===== src/design/kth_smallest_quickselect_defines.svh =====
// Assertion macros shared by the quickselect RTL.
// Depends on nothing; users must have signals named clock and reset in scope.
`ifndef KTH_SMALLEST_QUICKSELECT_DEFINES_SVH
`define KTH_SMALLEST_QUICKSELECT_DEFINES_SVH

// Same-cycle implication, disabled while reset is high.
`define KSQ_ASSERT_SAME(label, ante, cons, msg) \
   label: assert property (@(posedge clock) disable iff (reset) (ante) |-> (cons)) \
      else $error(msg);

// Next-cycle implication, disabled while reset is high.
`define KSQ_ASSERT_NEXT(label, ante, cons, msg) \
   label: assert property (@(posedge clock) disable iff (reset) (ante) |=> (cons)) \
      else $error(msg);

`endif


===== src/design/ksq_pkg.sv =====
// Shared types and defaults of the quickselect block.
// Used by the controller, the datapath and the top level; depends on nothing.
package ksq_pkg;

   localparam int unsigned MAX_ELEMENTS_DEF = 64;
   localparam int unsigned VALUE_BITS_DEF   = 32;

   typedef enum logic [3:0] {
      ST_LOAD,
      ST_CHECK,
      ST_PIV_CAP,
      ST_SCAN,
      ST_SCAN_CMP,
      ST_SWAP_WS,
      ST_SWAP_WB,
      ST_FIN_WH,
      ST_FIN_WB,
      ST_LAST_CAP,
      ST_EMIT
   } state_type;

   typedef enum logic [3:0] {
      OP_IDLE,
      OP_LOAD,
      OP_LOAD_LAST,
      OP_CHECK,
      OP_PIV_CAP,
      OP_SCAN_RD,
      OP_SCAN_SKIP,
      OP_SCAN_KEEP,
      OP_SWAP_RDB,
      OP_SWAP_WS,
      OP_SWAP_WB,
      OP_FIN_RDB,
      OP_FIN_WH,
      OP_FIN_WB,
      OP_LAST_CAP,
      OP_EMIT
   } dp_op_type;

   typedef struct packed {
      dp_op_type op;
   } dp_cmd_type;

   typedef struct packed {
      logic rank_bad;    // rank of the incoming last request is zero or above the count
      logic range_open;  // current range holds more than one entry
      logic scan_done;   // scan index has reached the pivot slot
      logic not_above;   // entry just read is not above the pivot
      logic same_slot;   // boundary and scan index coincide
      logic rank_hit;    // pivot landed exactly on the wanted rank
      logic out_free;    // result register can take a new result
   } dp_status_type;

endpackage


===== src/design/ksq_ram.sv =====
// Generic single-write, single-read RAM with registered read data.
// Depends on nothing.
module ksq_ram #(
   parameter int unsigned WIDTH = 32,
   parameter int unsigned DEPTH = 64,
   localparam int unsigned ADDR_W = (DEPTH > 1) ? $clog2(DEPTH) : 1
) (
   input  logic              clock,
   input  logic              wr_en,
   input  logic [ADDR_W-1:0] wr_addr,
   input  logic [WIDTH-1:0]  wr_data,
   input  logic              rd_en,
   input  logic [ADDR_W-1:0] rd_addr,
   output logic [WIDTH-1:0]  rd_data
);

   logic [WIDTH-1:0] mem_ff [DEPTH];
   logic [WIDTH-1:0] rd_data_ff;

   always_ff @(posedge clock) begin
      if (wr_en) begin
         mem_ff[wr_addr] <= wr_data;
      end
      if (rd_en) begin
         rd_data_ff <= mem_ff[rd_addr];
      end
   end

   assign rd_data = rd_data_ff;

endmodule


===== src/design/ksq_ctrl.sv =====
// Sequencer of the quickselect block: loading, Lomuto partition passes, result.
// Depends on ksq_pkg; drives the datapath only through dp_cmd_type.
module ksq_ctrl import ksq_pkg::*; (
   input  logic          clock,
   input  logic          reset,
   input  logic          req_tvalid,
   input  logic          req_tlast,
   output logic          req_tready,
   input  dp_status_type status,
   output dp_cmd_type    cmd
);

   state_type state_ff;
   state_type state_in;

   always_ff @(posedge clock) begin
      if (reset) begin
         state_ff <= ST_LOAD;
      end else begin
         state_ff <= state_in;
      end
   end

   always_comb begin
      state_in = state_ff;
      case (state_ff)
         ST_LOAD: begin
            if (req_tvalid && req_tlast) begin
               state_in = status.rank_bad ? ST_EMIT : ST_CHECK;
            end
         end
         ST_CHECK:    state_in = status.range_open ? ST_PIV_CAP : ST_LAST_CAP;
         ST_PIV_CAP:  state_in = ST_SCAN;
         ST_SCAN:     state_in = status.scan_done ? ST_FIN_WH : ST_SCAN_CMP;
         ST_SCAN_CMP: begin
            if (status.not_above && !status.same_slot) begin
               state_in = ST_SWAP_WS;
            end else begin
               state_in = ST_SCAN;
            end
         end
         ST_SWAP_WS:  state_in = ST_SWAP_WB;
         ST_SWAP_WB:  state_in = ST_SCAN;
         ST_FIN_WH:   state_in = ST_FIN_WB;
         ST_FIN_WB:   state_in = status.rank_hit ? ST_EMIT : ST_CHECK;
         ST_LAST_CAP: state_in = ST_EMIT;
         ST_EMIT:     state_in = status.out_free ? ST_LOAD : ST_EMIT;
         default:     state_in = ST_LOAD;
      endcase
   end

   always_comb begin
      req_tready = 1'b0;
      cmd.op     = OP_IDLE;
      case (state_ff)
         ST_LOAD: begin
            req_tready = 1'b1;
            if (req_tvalid) begin
               cmd.op = req_tlast ? OP_LOAD_LAST : OP_LOAD;
            end
         end
         ST_CHECK:    cmd.op = OP_CHECK;
         ST_PIV_CAP:  cmd.op = OP_PIV_CAP;
         ST_SCAN:     cmd.op = status.scan_done ? OP_FIN_RDB : OP_SCAN_RD;
         ST_SCAN_CMP: begin
            if (!status.not_above) begin
               cmd.op = OP_SCAN_SKIP;
            end else if (status.same_slot) begin
               cmd.op = OP_SCAN_KEEP;
            end else begin
               cmd.op = OP_SWAP_RDB;
            end
         end
         ST_SWAP_WS:  cmd.op = OP_SWAP_WS;
         ST_SWAP_WB:  cmd.op = OP_SWAP_WB;
         ST_FIN_WH:   cmd.op = OP_FIN_WH;
         ST_FIN_WB:   cmd.op = OP_FIN_WB;
         ST_LAST_CAP: cmd.op = OP_LAST_CAP;
         ST_EMIT:     cmd.op = OP_EMIT;
         default:     cmd.op = OP_IDLE;
      endcase
   end

endmodule


===== src/design/ksq_dpath.sv =====
// Datapath of the quickselect block: element store, range and scan registers,
// pivot compare and the result register. Depends on ksq_pkg and ksq_ram.
`include "kth_smallest_quickselect_defines.svh"

module ksq_dpath import ksq_pkg::*; #(
   parameter int unsigned MAX_ELEMENTS = MAX_ELEMENTS_DEF,
   parameter int unsigned VALUE_BITS   = VALUE_BITS_DEF,
   localparam int unsigned IDX_BITS = (MAX_ELEMENTS > 1) ? $clog2(MAX_ELEMENTS) : 1,
   localparam int unsigned CNT_BITS = $clog2(MAX_ELEMENTS + 1),
   localparam int unsigned REQ_W    = ((VALUE_BITS + CNT_BITS + 7) / 8) * 8,
   localparam int unsigned RSP_W    = ((VALUE_BITS + 7) / 8) * 8
) (
   input  logic          clock,
   input  logic          reset,
   input  logic [REQ_W-1:0] req_tdata,
   output logic          rsp_tvalid,
   input  logic          rsp_tready,
   output logic [RSP_W-1:0] rsp_tdata,
   output logic          rsp_tuser,
   input  dp_cmd_type    cmd,
   output dp_status_type status
);

   logic [VALUE_BITS-1:0] sample;
   logic [CNT_BITS-1:0]   rank_in;

   logic [CNT_BITS-1:0]   count_ff, count_in;
   logic [IDX_BITS-1:0]   low_ff, low_in;
   logic [IDX_BITS-1:0]   high_ff, high_in;
   logic [IDX_BITS-1:0]   scan_ff, scan_in;
   logic [IDX_BITS-1:0]   bound_ff, bound_in;
   logic [CNT_BITS-1:0]   rank_left_ff, rank_left_in;
   logic                  err_ff, err_in;
   logic [VALUE_BITS-1:0] pivot_ff, pivot_in;
   logic [VALUE_BITS-1:0] tmp_ff, tmp_in;
   logic                  rsp_valid_ff, rsp_valid_in;
   logic [VALUE_BITS-1:0] rsp_value_ff, rsp_value_in;
   logic                  rsp_err_ff, rsp_err_in;

   logic                  count_full;
   logic [CNT_BITS-1:0]   count_next;
   logic [CNT_BITS-1:0]   part_rank;
   logic [CNT_BITS-1:0]   range_span;
   logic                  rank_below;

   logic                  wr_en;
   logic [IDX_BITS-1:0]   wr_addr;
   logic [VALUE_BITS-1:0] wr_data;
   logic                  rd_en;
   logic [IDX_BITS-1:0]   rd_addr;
   logic [VALUE_BITS-1:0] rd_data;

   logic                  chk_scan_step;
   logic                  chk_scan_order;
   logic                  chk_piv_step;
   logic                  chk_rank_ok;
   logic                  chk_emit_step;

   assign sample  = req_tdata[VALUE_BITS-1:0];
   assign rank_in = req_tdata[VALUE_BITS+CNT_BITS-1:VALUE_BITS];

   assign count_full = (count_ff == CNT_BITS'(MAX_ELEMENTS));
   assign count_next = count_full ? count_ff : count_ff + 1'b1;
   assign part_rank  = CNT_BITS'(bound_ff) - CNT_BITS'(low_ff) + 1'b1;
   assign range_span = CNT_BITS'(high_ff) - CNT_BITS'(low_ff) + 1'b1;
   assign rank_below = (rank_left_ff < part_rank);

   assign status.rank_bad   = (rank_in == '0) || (rank_in > count_next);
   assign status.range_open = (low_ff < high_ff);
   assign status.scan_done  = (scan_ff == high_ff);
   assign status.not_above  = ($signed(rd_data) <= $signed(pivot_ff));
   assign status.same_slot  = (bound_ff == scan_ff);
   assign status.rank_hit   = (part_rank == rank_left_ff);
   assign status.out_free   = !rsp_valid_ff || rsp_tready;

   ksq_ram #(
      .WIDTH (VALUE_BITS),
      .DEPTH (MAX_ELEMENTS)
   ) u_store (
      .clock   (clock),
      .wr_en   (wr_en),
      .wr_addr (wr_addr),
      .wr_data (wr_data),
      .rd_en   (rd_en),
      .rd_addr (rd_addr),
      .rd_data (rd_data)
   );

   // Store port selection. Read data stays put while no read is issued, so the
   // swap steps can write back what the previous read returned.
   always_comb begin
      wr_en   = 1'b0;
      wr_addr = bound_ff;
      wr_data = pivot_ff;
      rd_en   = 1'b0;
      rd_addr = scan_ff;
      case (cmd.op)
         OP_LOAD, OP_LOAD_LAST: begin
            wr_en   = !count_full;
            wr_addr = count_ff[IDX_BITS-1:0];
            wr_data = sample;
         end
         OP_CHECK: begin
            rd_en   = 1'b1;
            rd_addr = status.range_open ? high_ff : low_ff;
         end
         OP_SCAN_RD: begin
            rd_en   = 1'b1;
            rd_addr = scan_ff;
         end
         OP_SWAP_RDB, OP_FIN_RDB: begin
            rd_en   = 1'b1;
            rd_addr = bound_ff;
         end
         OP_SWAP_WS: begin
            wr_en   = 1'b1;
            wr_addr = scan_ff;
            wr_data = rd_data;
         end
         OP_SWAP_WB: begin
            wr_en   = 1'b1;
            wr_addr = bound_ff;
            wr_data = tmp_ff;
         end
         OP_FIN_WH: begin
            wr_en   = 1'b1;
            wr_addr = high_ff;
            wr_data = rd_data;
         end
         OP_FIN_WB: begin
            wr_en   = 1'b1;
            wr_addr = bound_ff;
            wr_data = pivot_ff;
         end
         default: begin
            wr_en = 1'b0;
         end
      endcase
   end

   always_comb begin
      count_in     = count_ff;
      low_in       = low_ff;
      high_in      = high_ff;
      scan_in      = scan_ff;
      bound_in     = bound_ff;
      rank_left_in = rank_left_ff;
      err_in       = err_ff;
      pivot_in     = pivot_ff;
      tmp_in       = tmp_ff;
      rsp_valid_in = rsp_valid_ff && !rsp_tready;
      rsp_value_in = rsp_value_ff;
      rsp_err_in   = rsp_err_ff;
      case (cmd.op)
         OP_LOAD: begin
            count_in = count_next;
         end
         OP_LOAD_LAST: begin
            count_in     = '0;
            err_in       = status.rank_bad;
            low_in       = '0;
            high_in      = IDX_BITS'(count_next - 1'b1);
            rank_left_in = rank_in;
         end
         OP_PIV_CAP: begin
            pivot_in = rd_data;
            bound_in = low_ff;
            scan_in  = low_ff;
         end
         OP_SCAN_SKIP: begin
            scan_in = scan_ff + 1'b1;
         end
         OP_SCAN_KEEP, OP_SWAP_WB: begin
            scan_in  = scan_ff + 1'b1;
            bound_in = bound_ff + 1'b1;
         end
         OP_SWAP_RDB: begin
            tmp_in = rd_data;
         end
         OP_FIN_WB: begin
            if (!status.rank_hit) begin
               if (rank_below) begin
                  high_in = bound_ff - 1'b1;
               end else begin
                  low_in       = bound_ff + 1'b1;
                  rank_left_in = rank_left_ff - part_rank;
               end
            end
         end
         OP_LAST_CAP: begin
            pivot_in = rd_data;
         end
         OP_EMIT: begin
            if (status.out_free) begin
               rsp_valid_in = 1'b1;
               rsp_value_in = err_ff ? '0 : pivot_ff;
               rsp_err_in   = err_ff;
            end
         end
         default: begin
            count_in = count_ff;
         end
      endcase
   end

   always_ff @(posedge clock) begin
      if (reset) begin
         count_ff     <= '0;
         low_ff       <= '0;
         high_ff      <= '0;
         scan_ff      <= '0;
         bound_ff     <= '0;
         rank_left_ff <= '0;
         err_ff       <= 1'b0;
         pivot_ff     <= '0;
         rsp_valid_ff <= 1'b0;
      end else begin
         count_ff     <= count_in;
         low_ff       <= low_in;
         high_ff      <= high_in;
         scan_ff      <= scan_in;
         bound_ff     <= bound_in;
         rank_left_ff <= rank_left_in;
         err_ff       <= err_in;
         pivot_ff     <= pivot_in;
         rsp_valid_ff <= rsp_valid_in;
      end
   end

   always_ff @(posedge clock) begin
      tmp_ff       <= tmp_in;
      rsp_value_ff <= rsp_value_in;
      rsp_err_ff   <= rsp_err_in;
   end

   assign rsp_tvalid = rsp_valid_ff;
   assign rsp_tdata  = RSP_W'(rsp_value_ff);
   assign rsp_tuser  = rsp_err_ff;

   assign chk_scan_step  = (cmd.op == OP_SCAN_RD) || (cmd.op == OP_SWAP_RDB);
   assign chk_scan_order = (bound_ff <= scan_ff) && (scan_ff < high_ff);
   assign chk_piv_step   = (cmd.op == OP_PIV_CAP);
   assign chk_rank_ok    = (rank_left_ff != '0) && (rank_left_ff <= range_span);
   assign chk_emit_step  = (cmd.op == OP_EMIT) && status.out_free;

   `KSQ_ASSERT_SAME(a_scan_order, chk_scan_step, chk_scan_order, "scan index outside the range")
   `KSQ_ASSERT_SAME(a_rank_in_range, chk_piv_step, chk_rank_ok, "wanted rank left the range")
   `KSQ_ASSERT_NEXT(a_emit_loads, chk_emit_step, rsp_valid_ff, "result not presented after emit")

endmodule


===== src/design/kth_smallest_quickselect.sv =====
// Top level of the k-th smallest selector: controller plus datapath.
// Depends on ksq_pkg, ksq_ctrl, ksq_dpath (and through it ksq_ram).
//
// The block collects a set of signed values, one per request, into an on-chip
// store of MAX_ELEMENTS entries; values beyond that count are dropped. The
// request flagged with tlast also carries the wanted 1-based rank k, and once
// it is taken the block runs quickselect in place: a Lomuto partition around
// the last entry of the current range, then narrowing to the side that holds
// rank k. Exactly one result follows each last request: the k-th smallest
// value with rank_error low, or zero with rank_error high when k is zero or
// above the number of held values. Loading takes one request per cycle. The
// selection is paced by the single read port of the store. Each partition
// pass reads the last entry of the range as its pivot, then reads each entry
// and compares it with the pivot; an entry that is not above the pivot and
// not at the boundary is swapped with the boundary entry by a read and two
// writes. Finally the boundary entry moves to the pivot slot and the pivot
// to the boundary. A set already in order is slow, as each pass then splits
// off only its pivot. Requests are refused while a selection runs. The result
// sits in an output register, so loading of the next set starts as soon as
// the result has been placed there, even if the receiver has not yet taken it.
module kth_smallest_quickselect import ksq_pkg::*; #(
   parameter int unsigned MAX_ELEMENTS = MAX_ELEMENTS_DEF,
   parameter int unsigned VALUE_BITS   = VALUE_BITS_DEF,
   localparam int unsigned CNT_BITS = $clog2(MAX_ELEMENTS + 1),
   localparam int unsigned REQ_W    = ((VALUE_BITS + CNT_BITS + 7) / 8) * 8,
   localparam int unsigned RSP_W    = ((VALUE_BITS + 7) / 8) * 8
) (
   input  logic             clock,
   input  logic             reset,
   // Request channel.
   input  logic             req_tvalid,
   output logic             req_tready,
   input  logic [REQ_W-1:0] req_tdata,  // sample_value, wanted_rank, zero fill
   input  logic             req_tlast,  // is_last
   // Result channel.
   output logic             rsp_tvalid,
   input  logic             rsp_tready,
   output logic [RSP_W-1:0] rsp_tdata,  // selected_value, zero fill
   output logic             rsp_tuser   // rank_error
);

   dp_cmd_type    cmd;
   dp_status_type status;

   // The controller walks the load, partition and result steps; it sees only
   // the handshake bits and the datapath's status flags.
   ksq_ctrl u_ctrl (
      .clock      (clock),
      .reset      (reset),
      .req_tvalid (req_tvalid),
      .req_tlast  (req_tlast),
      .req_tready (req_tready),
      .status     (status),
      .cmd        (cmd)
   );

   // The datapath holds the store, the range and scan indexes, the pivot and
   // the result register, and carries out one command per cycle.
   ksq_dpath #(
      .MAX_ELEMENTS (MAX_ELEMENTS),
      .VALUE_BITS   (VALUE_BITS)
   ) u_dpath (
      .clock      (clock),
      .reset      (reset),
      .req_tdata  (req_tdata),
      .rsp_tvalid (rsp_tvalid),
      .rsp_tready (rsp_tready),
      .rsp_tdata  (rsp_tdata),
      .rsp_tuser  (rsp_tuser),
      .cmd        (cmd),
      .status     (status)
   );

endmodule


===== config.mk =====
export PLATFORM = sky130hd
export DESIGN_NAME = kth_smallest_quickselect
export DESIGN_NICKNAME = d
export VERILOG_FILES = /design/src/design/ksq_pkg.sv /design/src/design/ksq_ram.sv /design/src/design/ksq_ctrl.sv /design/src/design/ksq_dpath.sv /design/src/design/kth_smallest_quickselect.sv
export VERILOG_INCLUDE_DIRS = /design/src /design/src/design
export SDC_FILE = /design/constraint.sdc
export NUM_CORES = 2
export LEC_CHECK = 0
export BUFFER_PORTS_ARGS = -buffer_cell sky130_fd_sc_hd__buf_2
export CAP_MARGIN = 30
export CORE_MARGIN = 2
export CORE_UTILIZATION = 51
export CTS_CLUSTER_SIZE = 30
export DETAILED_ROUTE_END_ITERATION = 10
export PLACE_DENSITY = 0.69
export SYNTH_ARGS = -nofsm -noshare
export SYNTH_HDL_FRONTEND = slang
export SYNTH_SLANG_ARGS = --single-unit

===== constraint.sdc =====
create_clock -name clock -period 6.6 [get_ports clock]
set_input_delay 0.66 -clock clock [delete_from_list [all_inputs] [get_ports clock]]
set_output_delay 0.66 -clock clock [all_outputs]
set_load 0.005 [all_outputs]

==> flow_metrics.tcl <==
set metrics [dict create \
    fp.dieH_um 422 \
    place_congestion 0.929 \
    status "complete, no violations" \
    static-leakage-power_nw 37.5 \
    whs_path_depth 3 \
    drc_errors 0 \
    drt_wl_total_um 242000 \
    period_share_pct 96.0 \
    synth_area_sq_um 89300 \
    placed_area_sq_um 94900 \
    cts_sinks 2221 \
    setup_viol 0 \
    holdPathEnd "u_dpath.rsp_tvalid" \
    cts_setup_buffers 0 \
    fin_skew_ns 0.0558 \
    synth_edf_count 2145 \
    synth_top_cell_by_area "edfxtp_1" \
    fillers 13000 \
    r2r_slack_ns 0.27 \
    irDropWorstVdd_uv 426 \
    path_class "reg -> reg" \
    cts-resized-gates 0 \
    cp_max_fo 57 \
    crit_path_start_kind "flip-flop" \
    worstSkewPairLatency_ns 0.87 \
    synth.avg_cell_area_sq_um 14.2 \
    core_sq_um 174000 \
    avgViaCountPerCell 6.16 \
    die_w_um 422 \
    initial_core_util_pct 51.3 \
    grt_max_degree 104 \
    drive_gt1_share_pct 12.9 \
    grt_pass1_vias 52900 \
    reg2regPathDepth 13 \
    final_cell_area_sq_um 102000 \
    grt_antenna_before_repair 19 \
    syn_inst 6267 \
    syn_nets 6381 \
    gr-total-overflow 0 \
    slew_viol_final 0 \
    cts_root_buf "clkbuf_16" \
    period_needed_ns 6.33 \
    htreeDepth 4 \
    num_rows 153 \
    grt_first_pass_wirelength_um 350000 \
    synthDistinctLibCells 78 \
    regArea_sq_um 65900 \
    fin_util_pct 58.8 \
    cts_made_buffers 213 \
    end_kind "flip-flop" \
    wire_per_inst_um 26.8 \
    timing.fmax_ghz 0.158 \
    yosysWarnings 0 \
    rsz0062_at_grt "no" \
    seq_area_frac_synth_pct 73.9 \
    critPathRequiredTime_ns 7.06 \
    cts_tree "built" \
    antenna_left 0 \
    hold_viol 0 \
    min_from "rsp_tready" \
    first_iter_violations 7912 \
    layout-area-overhead-vs-synth_pct 14.5 \
    slew_headroom_pct 10.4 \
    finalSetupTns_ns 0 \
    cts.clk_slew.worst_paths_ns 0.06 \
    cts_max_path_buffers 3 \
    critPathArrivalTime_ns 6.80 \
    r2r_start "u_dpath.u_store.rd_data[7]" \
    reg2reg_to "u_dpath.u_store.rd_data[20]" \
    worst_pin_slew_ns 1.34 \
    dieArea_sq_um 178000 \
    synthDominantCellAreaShare_pct 72.2 \
    final_nets 6621 \
    cts_hold_buf 0 \
    grtUsageTotal_pct 26.6 \
    synthFlopType "edfxtp_1" \
    synthArstFlopShare_pct 0 \
    synth-seq-cells 2221 \
    synth.most_common_cell "edfxtp_1" \
    synth.area.top_cells "edfxtp_1 72%, mux2i_1 5.8%, nand2_1 5.2%" \
    post-dp-hpwl_um 141000 \
    p_per_area_nw_per_um2 392 \
    num_vias 55600 \
    multi_input_area_sq_um 22000 \
    hp-class "in -> reg" \
    port_buffers 78 \
    io_pins 80 \
    synth_common_cells "2145 x edfxtp_1, 1239 x nand2_1, 517 x mux2i_1" \
    dr.pass1.iters 8 \
    cap_violations 0 \
]
## worst max-delay path by stage
stage          cells after the start  slack (ns)                        start                              to
2_1_floorplan                     13        0.50  u_dpath.u_store.rd_data[14]   u_dpath.u_store.mem_ff[36][0]
3_3_place_gp                      15        0.22  u_dpath.u_store.rd_data[14]      u_dpath.u_store.rd_data[4]
3_5_place_dp                      14        0.22   u_dpath.u_store.rd_data[7]  u_dpath.u_store.mem_ff[13][18]
4_1_cts                           14        0.17   u_dpath.u_store.rd_data[7]   u_dpath.u_store.mem_ff[13][2]
5_1_grt                           13        0.15   u_dpath.u_store.rd_data[7]     u_dpath.u_store.rd_data[20]
6_report                          13        0.27   u_dpath.u_store.rd_data[7]     u_dpath.u_store.rd_data[20]
## cells in the final DEF (no fill, tap or decap), types with 37 or more instances in the layout
master / instances
nor2_1: 94
nor2_4: 58
clkinv_2: 37
nor4_1: 142
buf_4: 251
ha_1: 67
a32oi_1: 92
edfxtp_1: 2145
clkbuf_16: 214
inv_1: 65
a21oi_1: 473
o22ai_1: 159
buf_12: 76
o21ai_0: 114
nand4_1: 51
nand3_1: 136
clkinv_1: 47
buf_2: 78
clkbuf_1: 42
nor3_1: 58
nand2_1: 1238
mux2i_1: 514
dfxtp_1: 76
## state kept, by name, summed over array words and instances, names as in the netlist
name                     flops
u_dpath.rsp_tvalid           1
u_dpath.high_ff              6
u_dpath.scan_ff              6
u_dpath.u_store.rd_data     32
u_dpath.count_ff             7
u_dpath.pivot_ff            32
u_dpath.low_ff               6
u_dpath.err_ff               1
u_dpath.u_store.mem_ff    2048
u_dpath.bound_ff             6
u_ctrl.state_ff              4
u_dpath.rsp_tuser            1
u_dpath.rsp_tdata           32
u_dpath.tmp_ff              32
u_dpath.rank_left_ff         7
## where the power goes
part | internal [W] | switching [W] | total (W)
Sequential | 0.0194 | 0.000215 | 0.0196
Combinational | 0.00163 | 0.00637 | 0.00801
Clock | 0.00713 | 0.00527 | 0.0124
Total | 0.0282 | 0.0119 | 0.0401
## kinds of logic (layout without fill, tap and decap cells)
family	count (synthesis)	count (layout)	share of synthesized area, %
AND/OR/NAND/NOR	1941	1941	9.48
flip-flops	2221	2221	73.9
AO/OA/AOI/OAI	1016	1016	6.97
buffers and inverters	451	871	2.32
multiplexers	533	533	6.01
adder cells (fa/ha/maj)	69	69	0.984
other	0	3	0
XOR/XNOR	36	36	0.353
## worst max-delay path: stages (launching register included)
cell      delay [ns]
edfxtp_1        0.46
ha_1            0.35
a21oi_1         0.18
o21ai_0         0.11
a221o_1         0.39
o31a_1          0.39
nor4_4          0.42
or2_1           0.71
mux2_8          0.66
buf_12          0.30
a21oi_1         0.18
nor4_1          0.10
a211o_1         0.44
a222oi_1        1.15
## routing by layer
layer | up-vias | part of all wire [%] | global-route usage (%) | routed length (um)
li1 | 24200 | - | - | -
met2 | 3097 | 47 | 42.3 | 114000
met5 | - | 0.025 | 0 | 61
met1 | 27800 | 39 | 36.9 | 95300
met4 | 8 | 2.8 | 8.05 | 6850
met3 | 458 | 11 | 5.48 | 25700
## final cells by class
class | instances | share of cell area [%]
tap | 2325 | 2.85
antenna | 3 | 0.00735
inverter | 67 | 0.246
clock inverter | 137 | 1.56
clock buffer | 258 | 5.42
multi-input combinational | 3595 | 21.6
sequential | 2221 | 64.5
timing repair buffer | 409 | 3.81
## per-stage QoR
| step | cells | hold WS [ns] | total power, W | setup slack [ns] |
|---|---|---|---|---|
| 2_1_floorplan | 6267 | 0.406 | 0.0239 | 0.498 |
| 3_3_place_gp | 8604 | 0.456 | 0.0273 | 0.219 |
| 3_5_place_dp | 8613 | 0.464 | 0.0276 | 0.219 |
| 4_1_cts | 9008 | 0.115 | 0.0399 | 0.172 |
| 5_1_grt | 9013 | 0.168 | 0.0412 | 0.151 |
| 6_report | 9015 | 0.161 | 0.0401 | 0.266 |
(Power assumes the default switching activity.)
